**config.mk**
```make
export PLATFORM = sky130hd
export DESIGN_NAME = float_dot_product_double_accum_unit
export DESIGN_NICKNAME = d
export VERILOG_FILES = /design/src/hw/rtl/fdpa_pkg.sv /design/src/hw/rtl/fdpa_front.sv /design/src/hw/rtl/fdpa_queue.sv /design/src/hw/rtl/fdpa_back.sv /design/src/hw/rtl/float_dot_product_double_accum_unit.sv
export VERILOG_INCLUDE_DIRS = /design/src /design/src/hw/rtl
export SDC_FILE = /design/constraint.sdc
export NUM_CORES = 2
export LEC_CHECK = 0
export BUFFER_PORTS_ARGS = -buffer_cell sky130_fd_sc_hd__buf_4
export CAP_MARGIN = 30
export CORE_MARGIN = 2
export CORE_UTILIZATION = 50
export DETAILED_ROUTE_END_ITERATION = 10
export PLACE_DENSITY = 0.66
export REMOVE_ABC_BUFFERS = 1
export SYNTH_ARGS = -nofsm -noshare
export SYNTH_HDL_FRONTEND = slang
export SYNTH_SLANG_ARGS = --single-unit
```
**constraint.sdc**
```tcl
create_clock -name clk -period 26.8 [get_ports clk]
set_clock_uncertainty 0.05 [all_clocks]
set_input_delay 2.68 -clock clk [delete_from_list [all_inputs] [get_ports clk]]
set_output_delay 2.68 -clock clk [all_outputs]
set_load 0.02 [all_outputs]
```
**src/hw/rtl/float_dot_product_double_accum_unit_macros.svh**
```systemverilog
// Assertion macros shared by the dot product unit.
`ifndef FLOAT_DOT_PRODUCT_DOUBLE_ACCUM_UNIT_MACROS_SVH
`define FLOAT_DOT_PRODUCT_DOUBLE_ACCUM_UNIT_MACROS_SVH

// Flag a condition that must never hold while out of reset.
`define FDPA_ASSERT_NEVER(lbl, cond, msg) \
    lbl: assert property (@(posedge clk) disable iff (!rst_n) !(cond)) else $error(msg);

// Flag a consequence that must hold in the cycle after its antecedent.
`define FDPA_ASSERT_NEXT(lbl, ante, cons, msg) \
    lbl: assert property (@(posedge clk) disable iff (!rst_n) (ante) |=> (cons)) \
        else $error(msg);

`endif

```
**src/hw/rtl/fdpa_pkg.sv**
```systemverilog
// Shared types and constants of the dot product unit.
`default_nettype none

package fdpa_pkg;

    localparam int QUEUE_DEPTH = 4;

    localparam logic [63:0] CANON_QNAN = 64'h7FF8_0000_0000_0000;
    localparam logic [10:0] F64_EXP_ONES = 11'h7FF;

    // One exact product, already packed as binary64, with its end-of-vector mark.
    typedef struct packed {
        logic [63:0] bits;
        logic        last;
    } prod_t;

endpackage

`default_nettype wire

```
**src/hw/rtl/fdpa_front.sv**
```systemverilog
// Front end: accept pairs, classify, multiply exactly, pack as binary64.
`default_nettype none

module fdpa_front #(
    parameter int QDEPTH = fdpa_pkg::QUEUE_DEPTH
) (
    input  logic                           clk,
    input  logic                           rst_n,
    input  logic [31:0]                    a_bits,
    input  logic [31:0]                    b_bits,
    input  logic                           last_pair,
    input  logic                           push,
    output logic                           full,
    input  logic [$clog2(QDEPTH+1)-1:0]    q_count,
    output logic                           q_push,
    output fdpa_pkg::prod_t                q_data
);

    localparam int CW = $clog2(QDEPTH + 1);

    typedef enum logic [1:0] {PC_FIN, PC_ZERO, PC_INF, PC_NAN} pcls_t;

    function automatic logic [4:0] lz24(input logic [23:0] m);
        logic [4:0] n;
        n = 5'd0;
        for (int i = 0; i < 24; i++)
        begin
            if (m[i])
            begin
                n = 5'(23 - i);
            end
        end
        return n;
    endfunction

    logic        accept;
    logic [7:0]  ea, eb;
    logic [22:0] fa, fb;
    logic        a_nan, a_inf, a_zero, b_nan, b_inf, b_zero;
    logic [23:0] ma, mb;
    logic [4:0]  lza, lzb;
    pcls_t       cls_next;

    logic                  v1_reg;
    pcls_t                 cls_reg;
    logic                  sign_reg;
    logic                  last1_reg;
    logic signed [9:0]     ea_reg, eb_reg;
    logic [23:0]           ma_reg, mb_reg;

    logic [47:0]           prod;
    logic signed [10:0]    esum;
    logic signed [11:0]    ex12;
    logic [51:0]           frac;
    logic [63:0]           bits_next;

    logic                  v2_reg;
    fdpa_pkg::prod_t       out_reg;

    // Hold back while queued plus in-flight products could overrun the queue.
    assign full   = ({1'b0, q_count} + (CW+1)'(v1_reg) + (CW+1)'(v2_reg)) >= (CW+1)'(QDEPTH);
    assign accept = push && !full;

    assign ea = a_bits[30:23];
    assign eb = b_bits[30:23];
    assign fa = a_bits[22:0];
    assign fb = b_bits[22:0];
    assign a_nan  = (&ea) && (|fa);
    assign a_inf  = (&ea) && !(|fa);
    assign a_zero = (ea == 8'd0) && (fa == 23'd0);
    assign b_nan  = (&eb) && (|fb);
    assign b_inf  = (&eb) && !(|fb);
    assign b_zero = (eb == 8'd0) && (fb == 23'd0);
    assign ma  = {|ea, fa};
    assign mb  = {|eb, fb};
    assign lza = lz24(ma);
    assign lzb = lz24(mb);

    always_comb
    begin
        if (a_nan || b_nan || (a_inf && b_zero) || (a_zero && b_inf))
        begin
            cls_next = PC_NAN;
        end
        else if (a_inf || b_inf)
        begin
            cls_next = PC_INF;
        end
        else if (a_zero || b_zero)
        begin
            cls_next = PC_ZERO;
        end
        else
        begin
            cls_next = PC_FIN;
        end
    end

    always_ff @(posedge clk or negedge rst_n)
    begin
        if (!rst_n)
        begin
            v1_reg <= 1'b0;
            v2_reg <= 1'b0;
        end
        else
        begin
            v1_reg <= accept;
            v2_reg <= v1_reg;
        end
    end

    // Normalize subnormal significands so the product needs one bit of adjust.
    always_ff @(posedge clk)
    begin
        if (accept)
        begin
            cls_reg   <= cls_next;
            sign_reg  <= a_bits[31] ^ b_bits[31];
            last1_reg <= last_pair;
            ma_reg    <= ma << lza;
            mb_reg    <= mb << lzb;
            ea_reg    <= $signed({2'b00, (ea == 8'd0) ? 8'd1 : ea}) - $signed({5'd0, lza});
            eb_reg    <= $signed({2'b00, (eb == 8'd0) ? 8'd1 : eb}) - $signed({5'd0, lzb});
        end
    end

    assign prod = ma_reg * mb_reg;
    assign esum = 11'(ea_reg) + 11'(eb_reg);
    assign ex12 = 12'(esum) + (prod[47] ? 12'sd770 : 12'sd769);
    assign frac = prod[47] ? {prod[46:0], 5'd0} : {prod[45:0], 6'd0};

    always_comb
    begin
        case (cls_reg)
            PC_FIN:  bits_next = {sign_reg, ex12[10:0], frac};
            PC_ZERO: bits_next = {sign_reg, 63'd0};
            PC_INF:  bits_next = {sign_reg, fdpa_pkg::F64_EXP_ONES, 52'd0};
            default: bits_next = fdpa_pkg::CANON_QNAN;
        endcase
    end

    always_ff @(posedge clk)
    begin
        if (v1_reg)
        begin
            out_reg.bits <= bits_next;
            out_reg.last <= last1_reg;
        end
    end

    assign q_push = v2_reg;
    assign q_data = out_reg;

endmodule

`default_nettype wire

```
**src/hw/rtl/fdpa_queue.sv**
```systemverilog
// Short product queue between front end and accumulator.
`default_nettype none

module fdpa_queue #(
    parameter int QDEPTH = fdpa_pkg::QUEUE_DEPTH
) (
    input  logic                        clk,
    input  logic                        rst_n,
    input  logic                        push,
    input  fdpa_pkg::prod_t             din,
    input  logic                        pop,
    output fdpa_pkg::prod_t             dout,
    output logic                        empty,
    output logic [$clog2(QDEPTH+1)-1:0] count
);

    localparam int AW = $clog2(QDEPTH);
    localparam int CW = $clog2(QDEPTH + 1);

    fdpa_pkg::prod_t mem_reg [QDEPTH];
    logic [AW-1:0]   wr_ptr_reg, rd_ptr_reg;
    logic [CW-1:0]   count_reg, count_next;
    logic            do_pop;

    assign do_pop = pop && (count_reg != '0);

    always_comb
    begin
        count_next = count_reg;
        if (push && !do_pop)
        begin
            count_next = count_reg + CW'(1);
        end
        else if (do_pop && !push)
        begin
            count_next = count_reg - CW'(1);
        end
    end

    always_ff @(posedge clk or negedge rst_n)
    begin
        if (!rst_n)
        begin
            wr_ptr_reg <= '0;
            rd_ptr_reg <= '0;
            count_reg  <= '0;
        end
        else
        begin
            count_reg <= count_next;
            if (push)
            begin
                wr_ptr_reg <= (wr_ptr_reg == AW'(QDEPTH - 1)) ? '0 : wr_ptr_reg + AW'(1);
            end
            if (do_pop)
            begin
                rd_ptr_reg <= (rd_ptr_reg == AW'(QDEPTH - 1)) ? '0 : rd_ptr_reg + AW'(1);
            end
        end
    end

    always_ff @(posedge clk)
    begin
        if (push)
        begin
            mem_reg[wr_ptr_reg] <= din;
        end
    end

    assign dout  = mem_reg[rd_ptr_reg];
    assign empty = (count_reg == '0);
    assign count = count_reg;

endmodule

`default_nettype wire

```
**src/hw/rtl/fdpa_back.sv**
```systemverilog
// Back end: four-step binary64 add into the running sum, result register.
`default_nettype none

module fdpa_back (
    input  logic             clk,
    input  logic             rst_n,
    input  logic             q_empty,
    input  fdpa_pkg::prod_t  q_head,
    output logic             q_pop,
    input  logic             pop,
    output logic             empty,
    output logic [63:0]      sum_bits
);

    typedef enum logic [1:0] {ST_ALIGN, ST_ADD, ST_NORM, ST_ROUND} state_t;

    function automatic logic [5:0] lz56(input logic [55:0] m);
        logic [5:0] n;
        n = 6'd0;
        for (int i = 0; i < 56; i++)
        begin
            if (m[i])
            begin
                n = 6'(55 - i);
            end
        end
        return n;
    endfunction

    state_t        state_reg;
    logic [63:0]   acc_reg;
    logic          out_valid_reg;
    logic [63:0]   out_bits_reg;

    logic          spec_reg, last_reg, sub_reg, sign_reg, zero_reg;
    logic [63:0]   spec_bits_reg;
    logic [55:0]   ml_reg, ms_reg;
    logic [10:0]   ex_reg;
    logic [56:0]   sum_reg;
    logic [5:0]    lz_reg;

    logic [63:0]   h;
    logic          start;
    logic          a_nan, a_inf, a_zero, h_nan, h_inf, h_zero;
    logic          spec_next;
    logic [63:0]   spec_bits_next;
    logic          big_is_acc;
    logic [63:0]   big, sml;
    logic [10:0]   e_big, e_sml, d;
    logic [5:0]    dsh;
    logic [55:0]   m_big, m_sml, sml_sh;
    logic [111:0]  wide;
    logic [5:0]    lz_all;
    logic [10:0]   ex_m1;

    logic [55:0]        nrm;
    logic signed [12:0] exn, exr;
    logic               rnd;
    logic [53:0]        m54;
    logic [63:0]        rounded, res;

    assign h     = q_head.bits;
    assign start = (state_reg == ST_ALIGN) && !q_empty && !(q_head.last && out_valid_reg);
    assign q_pop = start;

    assign a_nan  = (acc_reg[62:52] == fdpa_pkg::F64_EXP_ONES) && (|acc_reg[51:0]);
    assign a_inf  = (acc_reg[62:52] == fdpa_pkg::F64_EXP_ONES) && !(|acc_reg[51:0]);
    assign a_zero = (acc_reg[62:0] == 63'd0);
    assign h_nan  = (h[62:52] == fdpa_pkg::F64_EXP_ONES) && (|h[51:0]);
    assign h_inf  = (h[62:52] == fdpa_pkg::F64_EXP_ONES) && !(|h[51:0]);
    assign h_zero = (h[62:0] == 63'd0);

    always_comb
    begin
        spec_next      = 1'b1;
        spec_bits_next = acc_reg;
        if (a_nan || h_nan || (a_inf && h_inf && (acc_reg[63] != h[63])))
        begin
            spec_bits_next = fdpa_pkg::CANON_QNAN;
        end
        else if (a_inf)
        begin
            spec_bits_next = acc_reg;
        end
        else if (h_inf)
        begin
            spec_bits_next = h;
        end
        else if (a_zero && h_zero)
        begin
            spec_bits_next = {acc_reg[63] & h[63], 63'd0};
        end
        else if (a_zero)
        begin
            spec_bits_next = h;
        end
        else if (h_zero)
        begin
            spec_bits_next = acc_reg;
        end
        else
        begin
            spec_next = 1'b0;
        end
    end

    // Align the smaller magnitude under the larger, jamming lost bits into sticky.
    assign big_is_acc = acc_reg[62:0] >= h[62:0];
    assign big   = big_is_acc ? acc_reg : h;
    assign sml   = big_is_acc ? h : acc_reg;
    assign e_big = (big[62:52] == 11'd0) ? 11'd1 : big[62:52];
    assign e_sml = (sml[62:52] == 11'd0) ? 11'd1 : sml[62:52];
    assign d     = e_big - e_sml;
    assign dsh   = (d > 11'd56) ? 6'd56 : d[5:0];
    assign m_big = {|big[62:52], big[51:0], 3'b000};
    assign m_sml = {|sml[62:52], sml[51:0], 3'b000};
    assign wide  = {m_sml, 56'd0} >> dsh;
    assign sml_sh = wide[111:56] | {55'd0, |wide[55:0]};

    // Stop the left shift at the smallest exponent so tiny sums stay subnormal.
    assign lz_all = lz56(sum_reg[55:0]);
    assign ex_m1  = ex_reg - 11'd1;

    // Normalize, then round to nearest even and pack.
    always_comb
    begin
        if (sum_reg[56])
        begin
            nrm = {sum_reg[56:2], |sum_reg[1:0]};
            exn = $signed({2'b00, ex_reg}) + 13'sd1;
        end
        else
        begin
            nrm = sum_reg[55:0] << lz_reg;
            exn = $signed({2'b00, ex_reg}) - $signed({7'd0, lz_reg});
        end
        rnd = nrm[2] && (nrm[1] || nrm[0] || nrm[3]);
        m54 = {1'b0, nrm[55:3]} + 54'(rnd);
        exr = m54[53] ? exn + 13'sd1 : exn;
        if (zero_reg)
        begin
            rounded = 64'd0;
        end
        else if (exr >= 13'sd2047)
        begin
            rounded = {sign_reg, fdpa_pkg::F64_EXP_ONES, 52'd0};
        end
        else if (m54[53])
        begin
            rounded = {sign_reg, exr[10:0], m54[52:1]};
        end
        else
        begin
            // Packs a subnormal with zero exponent unless the hidden bit is set.
            rounded = {sign_reg, m54[52] ? exr[10:0] : 11'd0, m54[51:0]};
        end
        res = spec_reg ? spec_bits_reg : rounded;
    end

    always_ff @(posedge clk or negedge rst_n)
    begin
        if (!rst_n)
        begin
            state_reg     <= ST_ALIGN;
            acc_reg       <= 64'd0;
            out_valid_reg <= 1'b0;
            out_bits_reg  <= 64'd0;
        end
        else
        begin
            if (pop && out_valid_reg)
            begin
                out_valid_reg <= 1'b0;
            end
            unique case (state_reg)
                ST_ALIGN:
                begin
                    if (start)
                    begin
                        state_reg <= ST_ADD;
                    end
                end
                ST_ADD:
                begin
                    state_reg <= ST_NORM;
                end
                ST_NORM:
                begin
                    state_reg <= ST_ROUND;
                end
                ST_ROUND:
                begin
                    state_reg <= ST_ALIGN;
                    if (last_reg)
                    begin
                        acc_reg       <= 64'd0;
                        out_valid_reg <= 1'b1;
                        out_bits_reg  <= res;
                    end
                    else
                    begin
                        acc_reg <= res;
                    end
                end
                default:
                begin
                    state_reg <= ST_ALIGN;
                end
            endcase
        end
    end

    always_ff @(posedge clk)
    begin
        if (start)
        begin
            spec_reg      <= spec_next;
            spec_bits_reg <= spec_bits_next;
            last_reg      <= q_head.last;
            ml_reg        <= m_big;
            ms_reg        <= sml_sh;
            sub_reg       <= acc_reg[63] ^ h[63];
            sign_reg      <= big[63];
            ex_reg        <= e_big;
        end
        if (state_reg == ST_ADD)
        begin
            sum_reg <= sub_reg ? ({1'b0, ml_reg} - {1'b0, ms_reg})
                               : ({1'b0, ml_reg} + {1'b0, ms_reg});
        end
        if (state_reg == ST_NORM)
        begin
            lz_reg   <= ({5'd0, lz_all} < ex_m1) ? lz_all : ex_m1[5:0];
            zero_reg <= (sum_reg == 57'd0);
        end
    end

    assign empty    = !out_valid_reg;
    assign sum_bits = out_bits_reg;

endmodule

`default_nettype wire

```
**src/hw/rtl/float_dot_product_double_accum_unit.sv**
```systemverilog
// Top level of the binary32 dot product unit with binary64 accumulation.
//
//  channel   | direction | handshake          | fields
//  ----------+-----------+--------------------+------------------------------
//  pairs     | in        | push / full        | a_bits, b_bits, last_pair
//  result    | out       | empty / pop        | sum_bits
//
// Each pair goes through the accumulator's align, add, normalize and round
// steps against the running sum, which the next pair needs first.
// The front end takes a pair per cycle until the product queue fills; the last
// pair passes the front-end registers, the queue and the accumulator steps before its result is registered.
// Reset is asynchronous and clears the sum to +0.0 at once.
// A waiting result stalls only a following vector's last pair.
`default_nettype none

module float_dot_product_double_accum_unit #(
    parameter int QDEPTH = fdpa_pkg::QUEUE_DEPTH
) (
    input  logic        clk,
    input  logic        rst_n,
    input  logic        push,
    output logic        full,
    input  logic [31:0] a_bits,
    input  logic [31:0] b_bits,
    input  logic        last_pair,
    output logic        empty,
    input  logic        pop,
    output logic [63:0] sum_bits
);

`include "float_dot_product_double_accum_unit_macros.svh"

    localparam int CW = $clog2(QDEPTH + 1);

    // Products flow front -> queue -> back; the front counts queue space itself.
    logic            q_push;
    fdpa_pkg::prod_t q_din;
    logic            q_pop;
    fdpa_pkg::prod_t q_dout;
    logic            q_empty;
    logic [CW-1:0]   q_count;

    fdpa_front #(.QDEPTH(QDEPTH)) u_front (
        .clk       (clk),
        .rst_n     (rst_n),
        .a_bits    (a_bits),
        .b_bits    (b_bits),
        .last_pair (last_pair),
        .push      (push),
        .full      (full),
        .q_count   (q_count),
        .q_push    (q_push),
        .q_data    (q_din)
    );

    fdpa_queue #(.QDEPTH(QDEPTH)) u_queue (
        .clk   (clk),
        .rst_n (rst_n),
        .push  (q_push),
        .din   (q_din),
        .pop   (q_pop),
        .dout  (q_dout),
        .empty (q_empty),
        .count (q_count)
    );

    fdpa_back u_back (
        .clk      (clk),
        .rst_n    (rst_n),
        .q_empty  (q_empty),
        .q_head   (q_dout),
        .q_pop    (q_pop),
        .pop      (pop),
        .empty    (empty),
        .sum_bits (sum_bits)
    );

    // Credit scheme must keep every in-flight product room in the queue.
    `FDPA_ASSERT_NEVER(a_q_overrun, q_push && !q_pop && (q_count == CW'(QDEPTH)), "queue overrun")
    `FDPA_ASSERT_NEVER(a_q_underrun, q_pop && q_empty, "pop from empty queue")
    `FDPA_ASSERT_NEXT(a_q_hold, q_push, q_count != '0, "pushed product lost")

endmodule

`default_nettype wire
```
==> summary.txt <==
Outcome
  • Status: finished, final reports clean

Synthesis
  • Ys flop type: edfxtp_1
  • Syn Inst Count: 7752
  • Sequential share of the synthesized area: a little under a third
  • Average cell area after synthesis: 9.378 sq um
  • Flops & latches, synth: between 700 and 800
  • EDFF count, synth: 622
  • Area of the mapped netlist: about 0.073 sq mm
  • Library cells used by synthesis: roughly 110
  • Async SR Flop Fraction: roughly 18%
  • Yosys Warn Count: 0

Final layout
  • Commonest non-fill, non-tap cells in the layout: nand2_1 (1084), inv_1 (737), edfxtp_1 (622), fa_1 (487), nor2_1 (485)
  • Share of layout cells above drive strength 1: about a tenth
  • Area growth syn-to-layout: 8.205%
  • Most common cell after layout, fill and taps aside: nand2_1
  • Design area: around 0.079 sq mm
  • Largest register FFs: 240
  • Net count, final: about 8600

Drt
  • Pre-antenna DRT Iters: 8
  • Remaining antenna violation count after routing: 0
  • # DRC: 0
  • Routed WL: about 290 mm
  • Avg WL per Cell: 29.64 um
  • Iteration-0 DRC Markers: a little under 8000
  • Via density: around 6.5
  • Via count: roughly 63000

Placement
  • Pre-CTS setup slack: 14.52 ns
  • Placement Cell Area: roughly 0.076 sq mm
  • Post-DP HPWL: ~220 mm
  • I/O Buffers: between 100 and 150
  • GPL Wtd Cong: 1.052

STA
  • Measured slew at the worst slew-check pin: around 1.3 ns
  • Final period utilization: 46.88%
  • Slew Viols, Final: 0
  • Post-route setup slack: 14.24 ns
  • Relative slew slack: between 15 and 20%
  • F_max: between 70 and 80 MHz
  • Final hold vios: 0
  • Final setup viols: 0
  • Final setup TNS: 0 ns
  • Fin crit period: approximately 13 ns
  • RSZ-0062 raised after global routing: no

Die
  • Initial Util: between 50% and 60%
  • IO Pins: between 100 and 150
  • Die area: ~0.15 sq mm
  • Core area: 0.1440 sq mm
  • Die Wd: 385.3 um
  • Die Span Y: 385.3 um
  • Row Count: around 140

Setup path
  • Critical path's slowest cell: dfrtp_4
  • Crit-path most repeated cell: buf_4
  • Startpoint Class: flop
  • CP Capture Type: flop
  • Crit Path Class: reg2reg
  • Crit Path Max Fanout: between 40 and 50
  • Crit path max-delay family: compound AO/OA/AOI/OAI gates
  • Slowest Stage Delay on Critical Path: between 0.7 and 0.8 ns
  • Worst path buffer plus inverter count: 4
  • Crit path DAT: about 13 ns
  • Worst path required time: ~27 ns

Clock tree
  • Clk sinks: around 760
  • Clock transition at path regs: roughly 0.06 ns
  • Clock Latency Late Sink: between 0.7 and 0.8 ns
  • # H-tree levels: 3
  • Post-CTS Repair Setup Buffers: 0
  • Post-CTS Resized: 0
  • CTS tree: done
  • Post-CTS Hold Buffers: 0
  • Max Root-Sink Buffers: 3
  • CTS Buf Count: 83
  • CTS root buffer: clkbuf_16

GRT
  • Initial antenna violation count: 22
  • First-pass GRT wire length: ~420 mm
  • Total GRT Usage: between 30% and 40%
  • Vias in the first global route: 60012
  • Total grt overflow: 0
  • Largest net degree at the start of global routing: 100

Min path
  • Hold WC Path Type: reg2reg

Run
  • Max Cap Viol: 0
Yosys cell counts (all sizes together), types with 82 or more instances:
library cell	number	area share [%]
xnor2	127	1.5
dfrtp	140	4.8
nand2	1085	5.6
and2	241	2.1
ha	394	6.8
clkbuf	423	2.2
a21oi	444	3.1
buf	88	0.69
a22oi	82	0.85
fa	488	13
nor2	488	2.5
edfxtp	622	26
o21ai	437	3.0
mux4	131	4.1
nor3	149	1.0
nand3	108	0.76
mux2i	338	4.7
inv	739	3.8
nor4	83	0.76
kinds of logic (layout without fill, tap and decap cells):
group,count (synthesis),in the layout,share of synthesized area (%)
other,1,9,0.005158
DFF,762,762,30.51
buffers and inverters,1251,1224,6.699
xor gates and xnor gates,191,191,2.320
and+or+nand+nor,2430,2430,15.37
AOI/OAI and AO/OA,1698,1698,15.11
muxes,537,537,9.766
adders and majority gates,882,882,20.22
worst register-to-register path, delay by kind of cell, from the launching register on:
kind / cells / cell delay [ns]
and+or+nand+nor: 11 / 2.91
AOI/OAI and AO/OA: 12 / 4.43
DFF: 1 / 0.79
adders and majority gates: 3 / 0.81
muxes: 3 / 1.34
buffers and inverters: 4 / 1.90
final cells by class:
class | count | area [sq um]
multi-input cells | 5740 | 45880
repair buffers | 328 | 2484
fillers | 12895 | 65340
inverters | 740 | 2778
flip-flops and latches | 762 | 22190
clock buffers | 109 | 2215
diodes | 7 | 17.52
clock inverters | 47 | 723.2
well taps | 1903 | 2381
final timing paths:
| path | start | to | slack [ns] | depth (start not counted) |
|---|---|---|---|---|
| max | u_queue.rd_ptr_reg[0] | u_back.ms_reg[0] | 14.24 | 33 |
| min | u_front.last1_reg | u_front.q_data[0] | 0.39 | 0 |
| max reg2reg | u_queue.rd_ptr_reg[0] | u_back.ms_reg[0] | 14.24 | 33 |
| min reg2reg | u_front.last1_reg | u_front.q_data[0] | 0.39 | 0 |
| max in group asynchronous | rst_n | u_back.sum_bits[4] | 23.57 | 2 |
| min in group asynchronous | rst_n | u_back.sum_bits[53] | 1.89 | 1 |
per-stage QoR:
step	hold WS [ns]	util (%)	instances
2_1_floorplan	0.3503	-	7242
4_1_cts	0.3893	54.54	9618
6_report	0.3950	54.63	9636
3_3_place_gp	0.3585	52.46	9454
5_1_grt	0.3983	54.62	9634
3_5_place_dp	0.3604	52.50	9462
per-layer routing:
metal,global-route usage [%],vias to the layer above,routed length [um]
met5,0.2274,-,67
met4,17.19,10,15330
met2,55.99,3782,122000
met1,52.76,31303,114800
met3,10.98,629,33380
li1,-,27088,-
Power is not shown: default switching activity piles up to over one toggle a cycle in this logic, so the estimate is an artifact.
